$ cat config.mk
export PLATFORM = sky130hd
export DESIGN_NAME = kht_ctrl
export DESIGN_NICKNAME = d
export VERILOG_FILES = /design/src/rtl/core/kht_pkg.sv /design/src/rtl/core/kht_ctrl.sv
export SDC_FILE = /design/constraint.sdc
export NUM_CORES = 1
export LEC_CHECK = 0
export ABC_AREA = 1
export BUFFER_PORTS_ARGS = -buffer_cell sky130_fd_sc_hd__buf_4
export CELL_PAD_IN_SITES_DETAIL_PLACEMENT = 0
export CELL_PAD_IN_SITES_GLOBAL_PLACEMENT = 1
export CORE_AREA = 2 2 39 41
export DETAILED_ROUTE_END_ITERATION = 7
export DIE_AREA = 0 0 41 43
export HOLD_SLACK_MARGIN = 0.03
export PLACE_DENSITY = 0.54
export SLEW_MARGIN = 10
export SYNTH_ARGS = -nofsm -noshare
export SYNTH_HDL_FRONTEND = slang
export SYNTH_SLANG_ARGS = --single-unit
$ cat constraint.sdc
create_clock -name aclk -period 1.03 [get_ports aclk]
set_input_delay 0 -clock aclk [delete_from_list [all_inputs] [get_ports aclk]]
set_output_delay 0 -clock aclk [all_outputs]
set_load 0.02 [all_outputs]
$ cat src/rtl/core/kht_pkg.sv
// kht_pkg: shared types and codes for the key hold tracker.
// Used by kht_ctrl, kht_dp and key_hold_tracker; no dependencies.
package kht_pkg;

    localparam int MODE_COUNT = 5;

    localparam logic CMD_SAMPLE = 1'b0;
    localparam logic CMD_QUERY  = 1'b1;

    localparam logic [2:0] MODE_OVER       = 3'd0;
    localparam logic [2:0] MODE_AT_LEAST   = 3'd1;
    localparam logic [2:0] MODE_EQUAL_ONCE = 3'd2;
    localparam logic [2:0] MODE_AT_MOST    = 3'd3;
    localparam logic [2:0] MODE_LESS_THAN  = 3'd4;

    localparam int S_TDATA_W = 32;
    localparam int M_TDATA_W = 24;

    // Controller to datapath
    typedef struct packed {
        logic clr_en;
        logic load;
        logic rd_en;
        logic commit;
    } kht_cmd_t;

    // Datapath to controller
    typedef struct packed {
        logic clr_last;
    } kht_sts_t;

endpackage

$ cat src/rtl/core/kht_ctrl.sv
// kht_ctrl: sequencing FSM for the key hold tracker (clear sweep, read, update).
// Depends on kht_pkg.
module kht_ctrl (
    input  logic              aclk,
    input  logic              aresetn,
    input  logic              s_tvalid,
    output logic              s_tready,
    output logic              m_tvalid,
    input  logic              m_tready,
    output kht_pkg::kht_cmd_t cmd,
    input  kht_pkg::kht_sts_t sts
);

    typedef enum logic [1:0] {
        ST_CLEAR,
        ST_IDLE,
        ST_READ,
        ST_EXEC
    } state_t;

    state_t state_reg, state_next;
    logic   out_valid_reg, out_valid_next;
    logic   out_free;

    assign out_free = !out_valid_reg || m_tready;
    assign s_tready = (state_reg == ST_IDLE);
    assign m_tvalid = out_valid_reg;

    always_comb begin
        cmd        = '0;
        cmd.clr_en = (state_reg == ST_CLEAR);
        cmd.load   = (state_reg == ST_IDLE) && s_tvalid;
        cmd.rd_en  = (state_reg == ST_READ);
        cmd.commit = (state_reg == ST_EXEC) && out_free;
    end

    always_comb begin
        state_next     = state_reg;
        out_valid_next = out_valid_reg;
        if (m_tready) begin
            out_valid_next = 1'b0;
        end
        unique case (state_reg)
            ST_CLEAR: begin
                if (sts.clr_last) begin
                    state_next = ST_IDLE;
                end
            end
            ST_IDLE: begin
                if (s_tvalid) begin
                    state_next = ST_READ;
                end
            end
            ST_READ: begin
                state_next = ST_EXEC;
            end
            ST_EXEC: begin
                if (out_free) begin
                    out_valid_next = 1'b1;
                    state_next     = ST_IDLE;
                end
            end
            default: begin
                state_next = ST_CLEAR;
            end
        endcase
    end

    always_ff @(posedge aclk) begin
        if (!aresetn) begin
            state_reg     <= ST_CLEAR;
            out_valid_reg <= 1'b0;
        end else begin
            state_reg     <= state_next;
            out_valid_reg <= out_valid_next;
        end
    end

endmodule

After elaboration in Yosys (flattened, before gate mapping)
Cells that the tools add are included.
{ "word_totals": {"word_cells": 21, "input_bits": 5, "regBits": 3, "out_inout_bits": 6} }
{ "op_classes": {"n_mux": 7, "n_reduce_logical": 6, "n_eq_ne": 6} }
{ "ops": {"columns": ["cell", "n"], "rows": [
  ["$pmux W2 S4", 1],
  ["$mux W2", 3],
  ["$eq A2 B2 Y1 const B", 2],
  ["$ne A2 B2 Y1 const B", 2],
  ["$mux W1", 3],
  ["$reduce_and A3 Y1", 1],
  ["$eq A2 B1 Y1 const B", 1],
  ["$logic_and A1 B1 Y1", 2],
  ["$logic_not A2 Y1", 1],
  ["$ne A2 B1 Y1 const B", 1],
  ["$logic_not A1 Y1", 1],
  ["$logic_or A1 B1 Y1", 1]
]} }

Logic depth before layout (Yosys ltp)
Gate-level depths: netlist of the first run.
{ "logic_depth": {"ltp_word": 4, "depth_mapped": 7, "depth_no_buf": 7} }

Worst setup path after synthesis of the first run
Ideal clock, no wire load.
{ "synth_path": {"path_kind": "register to register", "start": "reg state_reg[0]", "end": "reg state_reg[0]", "synth_period_minus_slack_ns": 1.187, "t_arrival_ns": 1.124, "slack_ns": -0.157, "stages_incl_launch_ff": 8, "required_ns": 0.966, "setup_ns": 0.064, "n_path_buf": 0, "path_cell_list": "dfxtp_1 inv_1 ha_1 nand2_2 nand2_2 nor2_2 nor2_1 nor2_1"} }
{ "synth_rtl": {"columns": ["item", "line_no", "text"], "rows": [
  ["start: declaration", "kht_ctrl.sv:21", "state_t state_reg, state_next;"],
  ["start signal: assignment", "kht_ctrl.sv:74", "state_reg <= state_next;"]
]} }

==> results of run 1 <==
==> repair_timing <==
item	4_1_cts	5_1_grt
hold buffers	1	0
gates resized for setup	12	4
pin swaps	3	3
endpoints found under the setup margin	7	7
endpoints found under the hold margin	2	0
==> critical path, cell delays in order, from the launching register on <==
cell     delay (ns)
dfxtp_4        0.36
inv_4          0.05
ha_4           0.16
buf_6          0.12
nand2_4        0.05
inv_2          0.03
buf_6          0.12
==> path summary, 6_finish.rpt <==
check	startpoint	endpoint	slack, ns	cells past startpoint
min reg2reg	m_tvalid$_SDFF_PN0_	m_tvalid$_SDFF_PN0_	0.51	2
max reg2reg	state_reg[0]$_SDFFE_PN0P_	state_reg[1]$_SDFFE_PN0P_	-0.02	6
min	m_tready	m_tvalid$_SDFF_PN0_	0.07	4
max	state_reg[1]$_SDFFE_PN0P_	cmd[2]	-0.08	6
==> placed cells by master (no fill, tap or decap) <==
cell and count:
inv_1 6, nand3_1 1, nand2_4 1, ha_4 3, dfxtp_1 1, nor2_2 1
buf_4 9, nand4_1 2, dfxtp_4 2, nand2_2 3, buf_6 6, clkbuf_4 3
a21boi_0 1, a21oi_2 1, inv_2 1, nor2_1 4, nand2_1 3, ha_2 1
clkbuf_1 1, ha_1 1, inv_4 2, dlygate4sd3_1 1
==> power by group through the flow <==
stage	clock [mW]	combinational [mW]	sequential [mW]
global route	0.225	1.03	0.264
CTS	0.205	0.919	0.245
detailed placement	0	0.773	0.235
floorplan	0	0.475	0.236
finish	0.202	0.935	0.257
global placement	0	0.783	0.241
==> layout make-up <==
class                   count  area [um^2]
multi-input cells          22          199
inverters                   9         38.8
fillers                   156          887
well taps                  16         20.0
repair buffers             16          145
clock buffers               4         26.3
flip-flops and latches      3         67.6
==> kinds of logic (layout without fill, tap and decap cells) <==
family | after synthesis | in the layout | synth area share
flip-flops | 3 | 3 | 0.249
AO/OA/AOI/OAI | 2 | 2 | 0.0518
AND/OR/NAND/NOR | 15 | 15 | 0.300
buffers and inverters | 9 | 29 | 0.140
adder cells (fa/ha/maj) | 5 | 5 | 0.259
==> routing by layer <==
metal  up-vias  wire (um)  track usage
met1       117        222       0.0863
met2         2        400        0.125
met3         0          7       0.0314
met5         -          0            0
met4         0          0       0.0400
li1        142          -            -
==> per-stage QoR <==
| stage | hold WS (ns) | util |
|---|---|---|
| finish | 0.0677 | 0.359 |
| global route | 0.118 | 0.359 |
| detailed placement | 0.258 | 0.292 |
| global placement | 0.255 | 0.292 |
| CTS | 0.0544 | 0.349 |
| floorplan | 0.112 | - |
==> key figures, run 1 <==
Cells and area
  – Antenna cell count: 0
  – Max reg flops: 2
  – Area Growth Syn to Fin: 106%
  – Non-Filler Instances: 70
  – Design Area, Final: slightly below 500 um^2
  – Final net count: 65
  – Share of layout cells above drive strength 1: 0.611

Power
  – Seq pwr share: 0.184
  – Clk pwr share: 0.145
  – Net Sw Frac: 0.411
  – Pleak: around 0.25 nW
  – P_int: about 820 uW
  – Sw power: roughly 570 uW
  – PD cells: approximately 2800 nW/um^2
  – Comb power frac: 0.671
  – Tot Pwr: between 1 and 1.5 mW
  – Worst VDD drop: just under 800 uV

STA
  – Fin Setup TNS: -0.219 ns
  – Final Hold Fails: 0
  – Slew HR: 0.908
  – RSZ-0062 raised after global routing: true
  – Clock period minus worst slack: about 1.1 ns
  – Worst-Margin Slew: around 0.14 ns
  – Final Skew: ~0.001 ns
  – Slew Viols, Final: 0
  – Final setup margin: -0.0793 ns
  – Tcrit/Tclk final: 1.08
  – Max Fclk: 0.901 GHz
  – Setup Viol. Count Final: 7

Yosys
  – Synth Warn #: 0
  – EDFF count, synth: 0
  – Post-synth top cells: 9 x inv_1, 5 x ha_1, 4 x nand2_1, 4 x nor2_1
  – Ys async rst share: 0
  – Mapped Area: 241 um^2
  – Register area share after synthesis: 0.249
  – Post-synth top area share: 0.259
  – Post-Syn Nets: 44
  – Largest cells by area after synthesis: ha_1 26%, dfxtp_1 25%, inv_1 14%
  – Synth Instances: 34
  – Cell taking the most area after synthesis: ha_1
  – Syn_area_per_cell: around 7 um^2
  – Count leader, synth: inv_1
  – Top FF cell, synth: dfxtp_1
  – Post-synthesis register bit count: 3
  – Yosys cell types: 11

Routing
  – Via density: 3.73
  – DRT iter0 DRCs: 2
  – DR DRC count: 0
  – Drt total wl: approximately 630 um
  – DR vias: approximately 260
  – Iteration count of the initial detailed-routing pass: 2
  – Post-DRT Antenna Nets: 0
  – Drt wl/cell: ~9 um

Critical path
  – Setup crit start kind: register
  – CP Data Required Time: slightly above 1 ns
  – Critical Path Sink Type: output port
  – Worst Path Max Fanout: 3
  – Worst Path Class, Setup: register to output port
  – Crit path DAT: ~1.1 ns

Global routing
  – Vias in the first global route: between 200 and 300
  – Antenna violations before repair: 0
  – GRT Util Overall: 0.0792
  – First-pass GRT wire length: about 950 um
  – Largest net degree at the start of global routing: 6
  – Total gr overflow: 0

Floorplanning
  – Die Span X: around 40 um
  – DIE HEIGHT: about 43 um
  – Initial core utilization: 0.175
  – Die ar.: between 1500 and 2000 um^2
  – Core area: approximately 1400 um^2
  – Io pins: 11
  – Row count: 14

Clocking
  – CTS H-tree lvls: 1
  – CTS tree: built
  – CTS clk-pin slew, worst paths: roughly 0.040 ns
  – Clock buffer depth: 2
  – Root buffer cell: clkbuf_4
  – Sink Count: 3
  – Number of buffers created by CTS: 3
  – Postcts setup bufs: 0
  – Clk Latency, worst-skew pair: about 0.23 ns

Placement
  – Dpl cells: 65
  – Area post-placement: approximately 400 um^2
  – Post-Place Setup Slack: -0.0267 ns
  – Dpl hpwl: approximately 410 um
  – Buffers on Ports: 10
  – Routability cong.: approximately 0.72

Run status
  – Failing checks: negative setup slack
  – Run status: complete, but fails checks

Flow run
  – Max-cap violations: 0

Hold path
  – Hold WC Path Type: input pin to register
No activity file was read; power rests on OpenSTA's default activity.
==> run 2, diff against run 1 <==
--- a/config.mk
+++ b/config.mk
@@ -14,4 +14,5 @@
 export DIE_AREA = 0 0 41 43
 export HOLD_SLACK_MARGIN = 0.03
+export MAX_ROUTING_LAYER = met4
 export PLACE_DENSITY = 0.54
 export SLEW_MARGIN = 10
==> constraint.sdc (replaced) <==
create_clock -name aclk -period 1.03 [get_ports aclk]
set_input_delay 0.206 -clock aclk [delete_from_list [all_inputs] [get_ports aclk]]
set_output_delay 0.206 -clock aclk [all_outputs]
set_load 0.02 [all_outputs]
==> run 2 against run 1 <==
The run still ends with negative setup slack left. Clock-buffer cell count unchanged. Hold slack better by 0.15 ns. Global-route usage up 1.5 points. Cell area down 2.5%. Worst setup slack worse by 0.12 ns. Sequential power up 3%. Non-clock buffer count down 2. Fmax down 9.9%. Largest cell class unchanged.
==> key figures, run 2 (synthesized netlist as in run 1, its figures left out) <==
Critical path
  – CP Data Required Time: 0.82 ns (-0.21 ns)
  – WP buf/inv: 2 (-2)
  – Worst Path Class, Setup: register to output port
  – Crit path DAT: 1.02 ns (-0.09 ns)
  – CP cell instances: ha_4 > inv_2 > a21oi_2 > buf_4
  – Worst Path Max Fanout: 5 (+2)
  – Critical Path Sink Type: output port
  – Slowest-stage cell, CP: dfxtp_4
  – Crit-path max cell delay: 0.39 ns (+0.03 ns)
  – CP delay by family, top: flip-flops
  – Setup crit start kind: register

Routing
  – Via density: 3.79 (+1.8%)
  – Iteration count of the initial detailed-routing pass: 1 (-1)
  – Drt total wl: 566 um (-10%)
  – DRT iter0 DRCs: 0 (-2)
  – Drt wl/cell: 8.32 um (-7.7%)
  – Post-DRT Antenna Nets: 0 (unchanged)
  – DR DRC count: 0 (unchanged)
  – DR vias: 258 (-1.1%)

Cells and area
  – Antenna cell count: 0 (unchanged)
  – Design Area, Final: 484 um^2 (-2.5%)
  – Share of layout cells above drive strength 1: 0.712 (+0.100)
  – Fillers: 156 (unchanged)
  – Max reg flops: 2 (unchanged)
  – Area Growth Syn to Fin: 101%
  – Footprint of the multi-input gates: 216 um^2 (+8.8%)
  – Register Area: 68.8 um^2 (+1.9%)
  – Most common cell after layout, fill and taps aside: buf_4
  – Final net count: 63 (-3.1%)

STA
  – Clock period minus worst slack: 1.23 ns (+0.121 ns)
  – Final setup margin: -0.201 ns (-0.121 ns)
  – Max Fclk: 0.813 GHz (-9.9%)
  – RSZ-0062 raised after global routing: true
  – Final Hold Fails: 0 (unchanged)
  – Hold slack: 0.218 ns (+0.151 ns)
  – Slew Viols, Final: 0 (unchanged)
  – Setup Viol. Count Final: 7 (unchanged)
  – Tcrit/Tclk final: 1.19 (+0.118)
  – Slew HR: 0.912 (+0.00417)
  – Final Skew: 0.00209 ns (+0.00109 ns)
  – Fin Setup TNS: -0.952 ns (-0.732 ns)
  – Worst-Margin Slew: 0.131 ns (-0.00724 ns)

Placement
  – Dpl hpwl: 425 um (+4.4%)
  – Buffers on Ports: 10 (unchanged)
  – Routability cong.: 0.700 (-2.9%)
  – Post-Place Setup Slack: -0.0471 ns (-0.0205 ns)
  – Area post-placement: 385 um^2 (-4.6%)

Power
  – Sw power: 567 uW (-0.93%)
  – Seq pwr share: 0.199 (+0.015)
  – Pleak: 0.233 nW (-8.0%)
  – Tot Pwr: 1.33 mW (-4.9%)
  – PD cells: 2740 nW/um^2 (-2.4%)
  – Worst VDD drop: 781 uV (-1.8%)
  – Net Sw Frac: 0.428 (+0.0171)
  – P_int: 758 uW (-7.7%)
  – Comb power frac: 0.646 (-0.025)
  – Clk pwr share: 0.154 (+0.009)

Clocking
  – Clk Latency, worst-skew pair: 0.23 ns (about the same)
  – Root buffer cell: clkbuf_4
  – Hold_buf cts: 0 (-1)
  – Number of buffers created by CTS: 3 (unchanged)
  – CTS tree: built
  – CTS clk-pin slew, worst paths: 0.04 ns (about the same)
  – Clock buffer depth: 2 (unchanged)
  – Sink Count: 3 (unchanged)
  – CTS H-tree lvls: 1 (unchanged)

Run status
  – Failing checks: negative setup slack
  – Run status: complete, but fails checks

Flow run
  – Max-cap violations: 0 (unchanged)

Floorplanning
  – Io pins: 11 (unchanged)
  – Die ar.: 1760 um^2 (unchanged)
  – Core area: 1380 um^2 (unchanged)
  – DIE HEIGHT: 43 um (unchanged)
  – Initial core utilization: 0.175 (unchanged)
  – Row count: 14 (unchanged)
  – Die Span X: 41 um (unchanged)

Global routing
  – Total gr overflow: 0 (unchanged)
  – Antenna violations before repair: 0 (unchanged)
  – First-pass GRT wire length: 1.08 mm (+13%)
  – GRT Util Overall: 0.0946 (+0.0154)
  – Vias in the first global route: 275 (+3.8%)
  – Largest net degree at the start of global routing: 6 (unchanged)

Hold path
  – Hold WC Path Type: input pin to register
==> run 2: cell types whose count changed in the layout (fill, tap and decap cells not counted), moves of 2 or more <==
cell and change:
inv_2 +3, buf_6 -3, inv_1 -2, buf_4 +2
==> run 2: path summary, 6_finish.rpt <==
path / startpoint / end / slack (ns) / depth (start not counted)
worst min register to register: m_tvalid$_SDFF_PN0_ / m_tvalid$_SDFF_PN0_ / 0.50 / 2
worst min-delay path: aresetn / state_reg[1]$_SDFFE_PN0P_ / 0.22 / 3
worst max-delay path: state_reg[0]$_SDFFE_PN0P_ / cmd[0] / -0.20 / 4
worst max register to register: state_reg[0]$_SDFFE_PN0P_ / state_reg[0]$_SDFFE_PN0P_ / -0.06 / 7
==> run 2: worst register-to-register path, stage by stage (launching register included) <==
cell	delay (ns)
dfxtp_4	0.39
inv_2	0.07
ha_4	0.16
nand2_2	0.08
nand2_2	0.07
nor2_4	0.11
nor2_1	0.04
nor2_1	0.10
==> run 2: power groups by stage <==
| stage | sequential (mW) | clock, mW | combinational (mW) |
|---|---|---|---|
| global placement | 0.232 | 0 | 0.732 |
| finish | 0.264 | 0.204 | 0.857 |
| floorplan | 0.238 | 0 | 0.479 |
| global route | 0.274 | 0.238 | 0.948 |
| detailed placement | 0.233 | 0 | 0.709 |
| CTS | 0.264 | 0.216 | 0.818 |
==> run 2: layout make-up <==
class / count / share of cell area
tap: 16 / 0.0413
timing repair buffer: 14 / 0.240
sequential: 3 / 0.142
inverter: 9 / 0.0749
clock buffer: 4 / 0.0543
multi-input combinational: 22 / 0.447
==> run 2: what timing repair did <==
action | 4_1_cts | 5_1_grt
setup endpoints to repair | 7 | 8
setup buffers | 2 | 2
resized for setup | 12 | 5
pin swaps | 4 | 4
==> run 2: metrics by stage <==
step                      utilization  std cells
final                           0.350         68
after global routing            0.350         68
after CTS                       0.339         67
after detailed placement        0.278         62
after global placement          0.278         62
after floorplan                     -         34
==> run 2: per-layer routing <==
| layer | up-vias | wire length (um) | GRT usage |
|---|---|---|---|
| met5 | - | 0 | - |
| met4 | 0 | 0 | 0.0800 |
| met3 | 0 | 0 | 0.0157 |
| met2 | 0 | 358 | 0.138 |
| met1 | 121 | 208 | 0.106 |
| li1 | 137 | - | - |
